### src/rtl/bounded_list_store_core_defines.svh
// Assertion macros used by the bounded list store top level.
`ifndef BOUNDED_LIST_STORE_CORE_DEFINES_SVH
`define BOUNDED_LIST_STORE_CORE_DEFINES_SVH

// Same-cycle implication, disabled while reset is asserted
`define BLS_ASSERT_IMPLY(label, clk, rstn, ante, cons, msg) \
    label: assert property (@(posedge clk) disable iff (!rstn) (ante) |-> (cons)) \
        else $error(msg);

// Next-cycle implication, disabled while reset is asserted
`define BLS_ASSERT_NEXT(label, clk, rstn, ante, cons, msg) \
    label: assert property (@(posedge clk) disable iff (!rstn) (ante) |=> (cons)) \
        else $error(msg);

`endif

### src/rtl/bls_pkg.sv
// Types, codes and constants of the bounded list store.
`default_nettype none

package bls_pkg;

    localparam int DEPTH_DEF   = 16;
    localparam int VALUE_W     = 32;
    localparam int ACTION_W    = 2;
    localparam int STATUS_W    = 2;
    localparam int COUNT_W     = 5;
    localparam int S_TDATA_W   = 40;
    localparam int M_TDATA_W   = 8;

    typedef enum logic [ACTION_W-1:0] {
        ACT_INSERT       = 2'd0,
        ACT_FIND         = 2'd1,
        ACT_REMOVE_FRONT = 2'd2,
        ACT_REMOVE_MATCH = 2'd3
    } action_t;

    typedef enum logic [STATUS_W-1:0] {
        ST_DONE     = 2'd0,
        ST_EMPTY    = 2'd1,
        ST_NOTFOUND = 2'd2,
        ST_FULL     = 2'd3
    } status_t;

    typedef enum logic [2:0] {
        S_IDLE,
        S_DECIDE,
        S_SCAN,
        S_SHIFT,
        S_FINISH
    } state_t;

    // Controller to datapath
    typedef struct packed {
        logic    load;
        logic    insert;
        logic    cnt_dec;
        logic    scan_start;
        logic    scan_step;
        logic    shift_start;
        logic    shift_step;
        logic    res_load;
        status_t res_status;
        logic    res_found;
    } cmd_t;

    // Datapath to controller
    typedef struct packed {
        action_t action;
        logic    empty;
        logic    full;
        logic    hit;
        logic    scan_end;
        logic    shift_end;
    } stat_t;

endpackage

`default_nettype wire

### src/rtl/bls_datapath.sv
// Datapath of the bounded list store: entry memory, count, scan and shift pointers.
`default_nettype none

module bls_datapath #(
    parameter int DEPTH = bls_pkg::DEPTH_DEF
) (
    input  wire logic                            aclk,
    input  wire logic                            aresetn,
    input  wire bls_pkg::action_t                s_action,
    input  wire logic [bls_pkg::VALUE_W-1:0]     s_value,
    input  wire bls_pkg::cmd_t                   cmd,
    output bls_pkg::stat_t                       stat,
    output bls_pkg::status_t                     res_status,
    output logic                                 res_found,
    output logic [bls_pkg::COUNT_W-1:0]          res_count
);
    import bls_pkg::*;

    localparam int AW = $clog2(DEPTH);
    localparam int CW = $clog2(DEPTH + 1);
    localparam logic [CW-1:0] DEPTH_C = CW'(DEPTH);

    // Entries are held oldest first: the front of the list is address count-1
    logic [VALUE_W-1:0] mem [DEPTH];
    logic [VALUE_W-1:0] rdata_reg;
    logic [VALUE_W-1:0] value_reg;
    action_t            action_reg;
    logic [CW-1:0]      count_reg;
    logic [CW-1:0]      ptr_reg;
    logic [AW-1:0]      rd_addr_reg;
    logic               rd_valid_reg;
    status_t            status_reg;
    logic               found_reg;
    logic [COUNT_W-1:0] count_out_reg;

    logic               ptr_nz;
    logic               ptr_lt;
    logic               rd_en;
    logic [AW-1:0]      rd_addr;
    logic               wr_en;
    logic [AW-1:0]      wr_addr;
    logic [VALUE_W-1:0] wr_data;

    // Memory port selection
    always_comb begin
        ptr_nz  = (ptr_reg != '0);
        ptr_lt  = (ptr_reg < count_reg);
        rd_en   = (cmd.scan_step && ptr_nz) || (cmd.shift_step && ptr_lt);
        rd_addr = cmd.scan_step ? AW'(ptr_reg - CW'(1)) : AW'(ptr_reg);
        wr_en   = cmd.insert || (cmd.shift_step && rd_valid_reg);
        wr_addr = cmd.insert ? AW'(count_reg) : (rd_addr_reg - AW'(1));
        wr_data = cmd.insert ? value_reg : rdata_reg;
    end

    // Status flags for the controller
    always_comb begin
        stat.action    = action_reg;
        stat.empty     = (count_reg == '0);
        stat.full      = (count_reg == DEPTH_C);
        stat.hit       = rd_valid_reg && (rdata_reg == value_reg);
        stat.scan_end  = !ptr_nz && !rd_valid_reg;
        stat.shift_end = !ptr_lt && !rd_valid_reg;
    end

    // Count and pointer control
    always_ff @(posedge aclk) begin
        if (!aresetn) begin
            count_reg    <= '0;
            ptr_reg      <= '0;
            rd_valid_reg <= 1'b0;
        end else begin
            if (cmd.insert) begin
                count_reg <= count_reg + CW'(1);
            end else if (cmd.cnt_dec) begin
                count_reg <= count_reg - CW'(1);
            end

            priority if (cmd.scan_start) begin
                ptr_reg      <= count_reg;
                rd_valid_reg <= 1'b0;
            end else if (cmd.shift_start) begin
                ptr_reg      <= CW'(rd_addr_reg) + CW'(1);
                rd_valid_reg <= 1'b0;
            end else if (cmd.scan_step) begin
                ptr_reg      <= ptr_nz ? (ptr_reg - CW'(1)) : ptr_reg;
                rd_valid_reg <= ptr_nz;
            end else if (cmd.shift_step) begin
                ptr_reg      <= ptr_lt ? (ptr_reg + CW'(1)) : ptr_reg;
                rd_valid_reg <= ptr_lt;
            end else begin
                ptr_reg      <= ptr_reg;
                rd_valid_reg <= rd_valid_reg;
            end
        end
    end

    // Capture the transaction, access the memory, hold the result
    always_ff @(posedge aclk) begin
        if (cmd.load) begin
            action_reg <= s_action;
            value_reg  <= s_value;
        end
        if (wr_en) begin
            mem[wr_addr] <= wr_data;
        end
        if (rd_en) begin
            rdata_reg   <= mem[rd_addr];
            rd_addr_reg <= rd_addr;
        end
        if (cmd.res_load) begin
            status_reg    <= cmd.res_status;
            found_reg     <= cmd.res_found;
            count_out_reg <= COUNT_W'(count_reg);
        end
    end

    assign res_status = status_reg;
    assign res_found  = found_reg;
    assign res_count  = count_out_reg;

endmodule

`default_nettype wire

### src/rtl/bls_ctrl.sv
// Controller state machine of the bounded list store.
`default_nettype none

module bls_ctrl (
    input  wire logic            aclk,
    input  wire logic            aresetn,
    input  wire logic            s_tvalid,
    output logic                 s_tready,
    output logic                 m_tvalid,
    input  wire logic            m_tready,
    input  wire bls_pkg::stat_t  stat,
    output bls_pkg::cmd_t        cmd
);
    import bls_pkg::*;

    state_t  state_reg,        state_next;
    status_t pend_status_reg,  pend_status_next;
    logic    pend_found_reg,   pend_found_next;
    logic    out_valid_reg,    out_valid_next;
    logic    slot_free;

    assign slot_free = !out_valid_reg || m_tready;

    // Next state
    always_comb begin
        state_next = state_reg;
        unique case (state_reg)
            S_IDLE: begin
                if (s_tvalid) begin
                    state_next = S_DECIDE;
                end
            end
            S_DECIDE: begin
                unique case (stat.action)
                    ACT_INSERT, ACT_REMOVE_FRONT: state_next = S_FINISH;
                    ACT_FIND, ACT_REMOVE_MATCH: begin
                        state_next = stat.empty ? S_FINISH : S_SCAN;
                    end
                    default: state_next = S_FINISH;
                endcase
            end
            S_SCAN: begin
                priority if (stat.hit) begin
                    state_next = (stat.action == ACT_FIND) ? S_FINISH : S_SHIFT;
                end else if (stat.scan_end) begin
                    state_next = S_FINISH;
                end else begin
                    state_next = S_SCAN;
                end
            end
            S_SHIFT: begin
                if (stat.shift_end) begin
                    state_next = S_FINISH;
                end
            end
            S_FINISH: begin
                if (slot_free) begin
                    state_next = S_IDLE;
                end
            end
            default: state_next = S_IDLE;
        endcase
    end

    // Commands and pending result
    always_comb begin
        cmd              = '0;
        cmd.res_status   = ST_DONE;
        s_tready         = 1'b0;
        pend_status_next = pend_status_reg;
        pend_found_next  = pend_found_reg;
        unique case (state_reg)
            S_IDLE: begin
                s_tready = aresetn;
                cmd.load = s_tvalid && aresetn;
            end
            S_DECIDE: begin
                pend_found_next = 1'b0;
                unique case (stat.action)
                    ACT_INSERT: begin
                        if (stat.full) begin
                            pend_status_next = ST_FULL;
                        end else begin
                            cmd.insert       = 1'b1;
                            pend_status_next = ST_DONE;
                        end
                    end
                    ACT_REMOVE_FRONT: begin
                        if (stat.empty) begin
                            pend_status_next = ST_EMPTY;
                        end else begin
                            cmd.cnt_dec      = 1'b1;
                            pend_status_next = ST_DONE;
                        end
                    end
                    ACT_FIND, ACT_REMOVE_MATCH: begin
                        if (stat.empty) begin
                            pend_status_next = ST_EMPTY;
                        end else begin
                            cmd.scan_start = 1'b1;
                        end
                    end
                    default: pend_status_next = ST_DONE;
                endcase
            end
            S_SCAN: begin
                priority if (stat.hit) begin
                    pend_status_next = ST_DONE;
                    pend_found_next  = 1'b1;
                    cmd.shift_start  = (stat.action == ACT_REMOVE_MATCH);
                end else if (stat.scan_end) begin
                    pend_status_next = ST_NOTFOUND;
                    pend_found_next  = 1'b0;
                end else begin
                    cmd.scan_step = 1'b1;
                end
            end
            S_SHIFT: begin
                if (stat.shift_end) begin
                    cmd.cnt_dec = 1'b1;
                end else begin
                    cmd.shift_step = 1'b1;
                end
            end
            S_FINISH: begin
                cmd.res_load   = slot_free;
                cmd.res_status = pend_status_reg;
                cmd.res_found  = pend_found_reg;
            end
            default: cmd = '0;
        endcase
    end

    // Hold the result until the transaction completes downstream
    assign out_valid_next = cmd.res_load || (out_valid_reg && !m_tready);
    assign m_tvalid       = out_valid_reg;

    always_ff @(posedge aclk) begin
        if (!aresetn) begin
            state_reg     <= S_IDLE;
            out_valid_reg <= 1'b0;
        end else begin
            state_reg     <= state_next;
            out_valid_reg <= out_valid_next;
        end
    end

    always_ff @(posedge aclk) begin
        pend_status_reg <= pend_status_next;
        pend_found_reg  <= pend_found_next;
    end

endmodule

`default_nettype wire

### src/rtl/bounded_list_store_core.sv
// Top level of the bounded list store: stream ports, controller and datapath.
//
// Keeps up to DEPTH signed 32-bit values, newest at the front, and answers each
// request with one result (status, found flag, count). One request is handled at a
// time. Find and remove-first-match search the list: the entries sit in a single
// memory with one read and one write port, and the search and the gap closing walk
// it one entry per cycle. A result waits in an output register, so the next request
// is taken while it is still unread. No clearing pass is needed after reset: entries
// at or above the count are never read.
`default_nettype none
`include "bounded_list_store_core_defines.svh"

module bounded_list_store_core #(
    parameter int DEPTH = bls_pkg::DEPTH_DEF
) (
    input  wire logic                              aclk,
    input  wire logic                              aresetn,
    input  wire logic                              s_tvalid,
    output logic                                   s_tready,
    // action [1:0], value [33:2], zero [39:34]
    input  wire logic [bls_pkg::S_TDATA_W-1:0]     s_tdata,
    output logic                                   m_tvalid,
    input  wire logic                              m_tready,
    // status [1:0], found [2], count [7:3]
    output logic [bls_pkg::M_TDATA_W-1:0]          m_tdata
);
    import bls_pkg::*;

    cmd_t               cmd;
    stat_t              stat;
    status_t            res_status;
    logic               res_found;
    logic [COUNT_W-1:0] res_count;

    bls_ctrl u_ctrl (
        .aclk     (aclk),
        .aresetn  (aresetn),
        .s_tvalid (s_tvalid),
        .s_tready (s_tready),
        .m_tvalid (m_tvalid),
        .m_tready (m_tready),
        .stat     (stat),
        .cmd      (cmd)
    );

    bls_datapath #(
        .DEPTH (DEPTH)
    ) u_datapath (
        .aclk       (aclk),
        .aresetn    (aresetn),
        .s_action   (action_t'(s_tdata[ACTION_W-1:0])),
        .s_value    (s_tdata[ACTION_W +: VALUE_W]),
        .cmd        (cmd),
        .stat       (stat),
        .res_status (res_status),
        .res_found  (res_found),
        .res_count  (res_count)
    );

    // Pack the result fields, status lowest
    assign m_tdata = {res_count, res_found, res_status};

    // Busy after each accepted transaction
    `BLS_ASSERT_NEXT(a_busy_after_accept, aclk, aresetn,
        s_tvalid && s_tready, !s_tready, "accepted while busy")
    // A located value always reports done
    `BLS_ASSERT_IMPLY(a_found_done, aclk, aresetn,
        m_tvalid && m_tdata[2], m_tdata[1:0] == ST_DONE, "found without done status")
    // Full status only when the list really is full
    `BLS_ASSERT_IMPLY(a_full_status, aclk, aresetn,
        cmd.res_load && (cmd.res_status == ST_FULL), stat.full, "full status with free room")

endmodule

`default_nettype wire
### config.mk
export PLATFORM = sky130hd
export DESIGN_NAME = bounded_list_store_core
export DESIGN_NICKNAME = d
export VERILOG_FILES = /design/src/rtl/bls_pkg.sv /design/src/rtl/bls_datapath.sv /design/src/rtl/bls_ctrl.sv /design/src/rtl/bounded_list_store_core.sv
export VERILOG_INCLUDE_DIRS = /design/src /design/src/rtl
export SDC_FILE = /design/constraint.sdc
export NUM_CORES = 1
export LEC_CHECK = 0
export ABC_CLOCK_PERIOD_IN_PS = 3880
export BUFFER_PORTS_ARGS = -buffer_cell sky130_fd_sc_hd__buf_2
export CORE_ASPECT_RATIO = 1.75
export CORE_MARGIN = 2
export CORE_UTILIZATION = 50
export CTS_CLUSTER_DIAMETER = 60
export DETAILED_ROUTE_END_ITERATION = 6
export PLACE_DENSITY = 0.73
export SETUP_SLACK_MARGIN = 0.3
export SLEW_MARGIN = 25
export SYNTH_ARGS = -nofsm -noshare
export SYNTH_HDL_FRONTEND = slang
export SYNTH_SLANG_ARGS = --single-unit
### constraint.sdc
create_clock -name aclk -period 3.88 [get_ports aclk]
set_clock_uncertainty 0.1 [all_clocks]
set_input_delay 0.194 -clock aclk [delete_from_list [all_inputs] [get_ports aclk]]
set_output_delay 0.194 -clock aclk [all_outputs]
set_load 0.005 [all_outputs]
==> results of run 1 <==
## layout make-up
type / instances / area (sq um) / area share, %
Sequential cell: 608 / 18100 / 55.2
Timing Repair Buffer: 280 / 2620 / 7.98
Clock buffer: 61 / 1400 / 4.27
Clock inverter: 37 / 464 / 1.42
Tap cell: 684 / 856 / 2.61
Inverter: 26 / 98.8 / 0.301
Multi-Input combinational cell: 916 / 9240 / 28.2
## stage by stage
step                      worst slack [ps]  power (W)  hold WS, ps  util, %  TNS, ps
after global routing                  -133     0.0140          185     61.7    -2470
after floorplan                        198    0.00780          193        -        0
after global placement                88.6    0.00801          275     55.2        0
final                                -19.1     0.0136          187     61.7    -29.8
after detailed placement             -48.9    0.00804          272     55.2    -48.9
after CTS                             16.3     0.0136          161     60.2        0
## worst min-delay path by stage
stage / end / cells after the start / startpoint / slack, ps
final: u_datapath.value_reg[19] / 2 / s_tdata[21] / 190
after global routing: u_datapath.value_reg[11] / 2 / s_tdata[13] / 190
after CTS: u_datapath.value_reg[29] / 2 / s_tdata[31] / 160
after detailed placement: u_datapath.value_reg[29] / 1 / s_tdata[31] / 270
after global placement: u_datapath.action_reg[1] / 1 / s_tdata[1] / 270
after floorplan: u_datapath.action_reg[0] / 0 / s_tdata[0] / 190
## layer usage
metal / wire length, microns / vias to the layer above
met4: 3410 / 0
met5: 0 / -
met3: 6200 / 205
met2: 37300 / 955
li1: - / 7135
met1: 25400 / 8524
## where the power goes
| part | switching (W) | internal (W) |
|---|---|---|
| sequential | 0.0000322 | 0.00719 |
| combinational | 0.000407 | 0.000389 |
| clock | 0.00244 | 0.00316 |
| total | 0.00288 | 0.0107 |
## cell usage after synthesis, types with 4 or more instances
cell type  number
o21ai_0        75
buf_1          14
o22ai_1        38
buf_4           6
nor2_1         45
mux4_2         38
clkbuf_1       57
mux4_1         26
nand4_1         4
inv_1          24
edfxtp_1      593
nand3_1        69
buf_2          28
and3_1          8
a21oi_1        19
a31oi_1         6
nand2b_1        5
ha_1           14
xor2_1         18
xnor2_1        21
o211ai_1        4
buf_6           4
a21o_1          5
nor3_1          8
a211oi_1        4
dfxtp_1        15
mux2_2         64
a221o_1        96
mux2i_1       192
nand2_1       106
## timing repair
item | CTS | global route
cloned | 0 | 4
hold buffers | 37 | 0
pin swaps | 1 | 2
setup buffers | 3 | 8
hold endpoints to repair | 38 | 0
endpoints found under the setup margin | 33 | 33
resized for setup | 95 | 124
## cell families after synthesis
family                   count (synthesis)
adder cells (fa/ha/maj)                 15
XOR/XNOR                                39
buffers and inverters                  135
multiplexers                           320
flip-flops                             608
AND/OR/NAND/NOR                        271
AO/OA/AOI/OAI                          271
==> reports/results.ini, run 1 <==
[run_status]
status = complete, but fails checks
violations = setup timing

[sta]
worstMarginPinSlew_ps = 1030
rsz0062_at_grt = true
hold_violations = 0
fin_ws_ps = -19.1
period_share_pct = 100
finalSetupViolCount = 2
fmax_mhz = 256
final-max-slew-violation-count = 0
min_period_ps = 3900
relSlewSlack_pct = 31.1

[detailed_routing]
drt-initial-drc-count = 1855
ant_nets = 0
viasPerCell = 6.44
vias = 16819
detail_route.wl_per_cell_microns = 27.7
first_pass_iters = 6
drt-total-wl_microns = 72300
drc_errors = 0

[floorplan]
die-area_sq_um = 55500
fp.dieH_microns = 310
num_rows = 112
ios = 54
core-area_sq_um = 53100
die_width_microns = 179
start_util_pct = 50.4

[synth]
synth-edff-count = 593
synth_xor_area_share_pct = 1.28
ys_warn_count = 0
synthArstFlopShare_pct = 0
synthAdderAreaFrac_pct = 0.729
avgSynthCellArea_sq_um = 16.1
synthSimpleGateAreaFrac_pct = 4.83
synth_nets = 1718
synthMuxAreaShare_pct = 15.6
ys_ff_latch = 608
ys_seq_area_share_pct = 67.7
yosysTopAreaCell = edfxtp_1
syn_inst = 1659
synth_ff_type = edfxtp_1
synth_top_area_share_pct = 66.6
syn_area_sq_um = 26800
synth_compound_area_share_pct = 7.64
synth_top_family_by_area = multiplexers
ys_types = 67
synthTopCellsByArea = edfxtp_1 (67%), mux2i_1 (7.2%), a221o_1 (3.6%), mux4_2 (3.2%), mux2_2 (2.7%)

[worst_setup_path]
start_kind = flop
worstSetupEndpointType = flop
rr_startpoint = u_datapath.value_reg[30]
cp_top_family = simple AND/OR/NAND/NOR gates
cp_max_fo = 16
crit_cells = 15
reg2reg_depth = 15
worstPathArrival_ps = 4160
rr_endpoint = u_datapath.rdata_reg[15]
path_buf_inv = 2
slowest_delay_ps = 520
cpMaxStageDelayCell = edfxtp_1
path_cells = xor2_1 -> nor4_2 -> nand4_4 -> nor2_4 -> nor2_4 -> ha_4 -> buf_12 -> buf_12 -> mux2i_2 -> mux2_2 -> nand3_1 -> o21ai_1 -> a221o_1 -> o22ai_1 -> a221o_1
path_class = reg2reg
r2r_setup_slack_ps = -20
crit_path_end = u_datapath.rdata_reg[15]
startpoint = u_datapath.value_reg[30]
cp.required_ps = 4140

[clock_network]
cts_buffers = 54
cts_tree = yes
clk_pin_slew_worst_paths_ps = 70
cts_buffer_depth = 3
cts_sinks = 608
h-tree-depth = 2
cts_root_buf = clkbuf_16
clk-insertion-delay-late_ps = 610

[global_route]
grt_start_max_net_pins = 89
met2_usage_pct = 45.2
grt.overflow.total = 0
grt_first_pass_wirelength_microns = 104000
grt_busiest_layer = met2
grt_util_all_layers_pct = 25.7
grt_pass1_vias = 17116
antenna_found_initial = 0
met1_usage_pct = 31.4
met3_usage_pct = 3.27

[power_and_ir_drop]
ir_worst_vdd_uv = 351
p_leak_nw = 11.0
p_per_area_nw_per_um2 = 415

[run]
maxCapViolCount = 0

[layout]
design_area_sq_um = 32800
mostFrequentLayoutCells = edfxtp_1 (593), buf_4 (154), nand2_1 (106)
largest_register_ffs = 512
layout_commonest_cell = edfxtp_1
area_delta_synth_final_pct = 22.5
drive_above_1_share_pct = 31.3
diodes = 0
fin_nets = 1945
fill_cells = 3604
finalNonFillerCells = 2612

[placed_design]
dpl.hpwl_microns = 38800
dpl_cell_area_sq_um = 29300
portBuffers = 47
place.gp.congestion = 0.899
placedCellCount = 2462

[worst_hold_path]
min_path_type = in2reg

Note: power is estimated with default switching activity, not from simulation.
==> run 2: changes to the inputs <==
CORE_ASPECT_RATIO = 0.5   (was 1.75)
==> reports/results.ini, run 2 (synthesized netlist as in run 1, its figures left out) <==
[sta]
relSlewSlack_pct = 29.2
worstMarginPinSlew_ps = 1060
rsz0062_at_grt = true
min_period_ps = 4030
finalSetupViolCount = 24
hold_violations = 0
fin_ws_ps = -155
period_share_pct = 104
final-max-slew-violation-count = 0
fmax_mhz = 248

[detailed_routing]
drc_errors = 0
vias = 16742
viasPerCell = 6.24
drt-initial-drc-count = 2273
ant_nets = 0
first_pass_iters = 6
drt-total-wl_microns = 69800
detail_route.wl_per_cell_microns = 26.0

[clock_network]
cts_sinks = 608
cts_buffers = 53
cts_buffer_depth = 3
clk-insertion-delay-late_ps = 600
cts_root_buf = clkbuf_16
cts_tree = yes
clk_pin_slew_worst_paths_ps = 60
h-tree-depth = 2

[run_status]
violations = setup timing
status = complete, but fails checks

[worst_hold_path]
min_path_type = in2reg
worstHoldPathCells = 2

[worst_setup_path]
reg2reg_depth = 17
start_kind = flop
path_cells = xnor2_1 -> nand4_1 -> nor3_2 -> buf_4 -> nand4_4 -> nor2_4 -> nor2_4 -> ha_4 -> buf_12 -> buf_12 -> mux2i_2 -> buf_4 -> mux2i_1 -> o21ai_0 -> a221o_1 -> o22ai_1 -> a221o_1
cpMaxStageDelayCell = edfxtp_1
cp_top_family = simple AND/OR/NAND/NOR gates
cp.required_ps = 4130
worstSetupEndpointType = flop
crit_cells = 17
path_buf_inv = 4
worstPathArrival_ps = 4280
slowest_delay_ps = 420
cp_max_fo = 8
path_class = reg2reg

[layout]
largest_register_ffs = 512
regArea_sq_um = 18100
area_delta_synth_final_pct = 24.0
drive_above_1_share_pct = 32.9
fin_nets = 2006
diodes = 0
layout_commonest_cell = edfxtp_1
fill_cells = 3533
fin_util_pct = 63.3
multi_input_area_sq_um = 9240
mostFrequentLayoutCells = edfxtp_1 (593), buf_4 (200), nand2_1 (106)

[power_and_ir_drop]
ir_worst_vdd_uv = 293
p_per_area_nw_per_um2 = 396
p_leak_nw = 11.3

[global_route]
grt_pass1_vias = 16604
antenna_found_initial = 0
grt.overflow.total = 0
grt_first_pass_wirelength_microns = 100000
grt_start_max_net_pins = 89
grt_util_all_layers_pct = 24.3

[placed_design]
place.gp.congestion = 0.856
portBuffers = 47
dp_slack_ps = -59.8
dpl.hpwl_microns = 38000

[floorplan]
fp.dieH_microns = 168
die-area_sq_um = 55500
start_util_pct = 51.1
core-area_sq_um = 52400
ios = 54
die_width_microns = 331
num_rows = 59

[run]
maxCapViolCount = 0

## run 2: cell type report
cell class              count  share of cell area (%)
flip-flops and latches    608                    54.6
multi-input cells         916                    27.9
inverters                  26                   0.298
repair buffers            342                    9.71
clock buffers              66                    4.21
well taps                 701                    2.64
clock inverters            26                   0.664
## run 2: timing repair
action | in CTS | in global routing
setup buffers | 14 | 16
endpoints found under the hold margin | 39 | 0
endpoints found under the setup margin | 32 | 34
hold buffers | 38 | 0
gates resized for setup | 107 | 140
gates cloned | 0 | 2
pin swaps | 3 | 10
## run 2: final timing paths
| check | start | to | slack, ps |
|---|---|---|---|
| min | s_tdata[5] | u_datapath.value_reg[3] | 200 |
| max | u_datapath.value_reg[11] | u_datapath.rdata_reg[13] | -150 |
| max reg2reg | u_datapath.value_reg[11] | u_datapath.rdata_reg[13] | -150 |
| min reg2reg | u_datapath.ptr_reg[4] | u_datapath.ptr_reg[4] | 430 |
## run 2: where the power goes
part	internal [W]	total (W)	switching (W)
clock	0.00274	0.00508	0.00233
combinational	0.000414	0.000817	0.000402
sequential	0.00719	0.00723	0.0000341
## run 2: stage by stage
step / total power (W) / instances / instance area [sq um] / hold WS, ps / setup TNS (ps)
after global placement: 0.00803 / 2523 / 29800 / 270 / 0
final: 0.0131 / 2685 / 33200 / 204 / -896
after floorplan: 0.00780 / 1659 / 26800 / 193 / 0
after detailed placement: 0.00805 / 2523 / 29800 / 272 / -277
after global routing: 0.0135 / 2685 / 33200 / 194 / -3830
after CTS: 0.0131 / 2667 / 32400 / 184 / -567
## run 2: worst reg2reg max path, stage by stage, from the launching register on
cell      delay, ps
edfxtp_1        420
xnor2_1         280
nand4_1         250
nor3_2          210
buf_4           170
nand4_4         120
nor2_4          190
nor2_4           60
ha_4            350
buf_12          180
buf_12          170
mux2i_2         260
buf_4           160
mux2i_1          70
o21ai_0         290
a221o_1         170
o22ai_1          90
a221o_1         260
## run 2: metal layers
layer	up-vias	routed length [microns]	GRT usage [%]
met5	-	0	0
met4	0	2100	7.17
met3	162	6720	4.86
met2	902	34100	41.1
met1	8420	26900	32.2
li1	7258	-	-
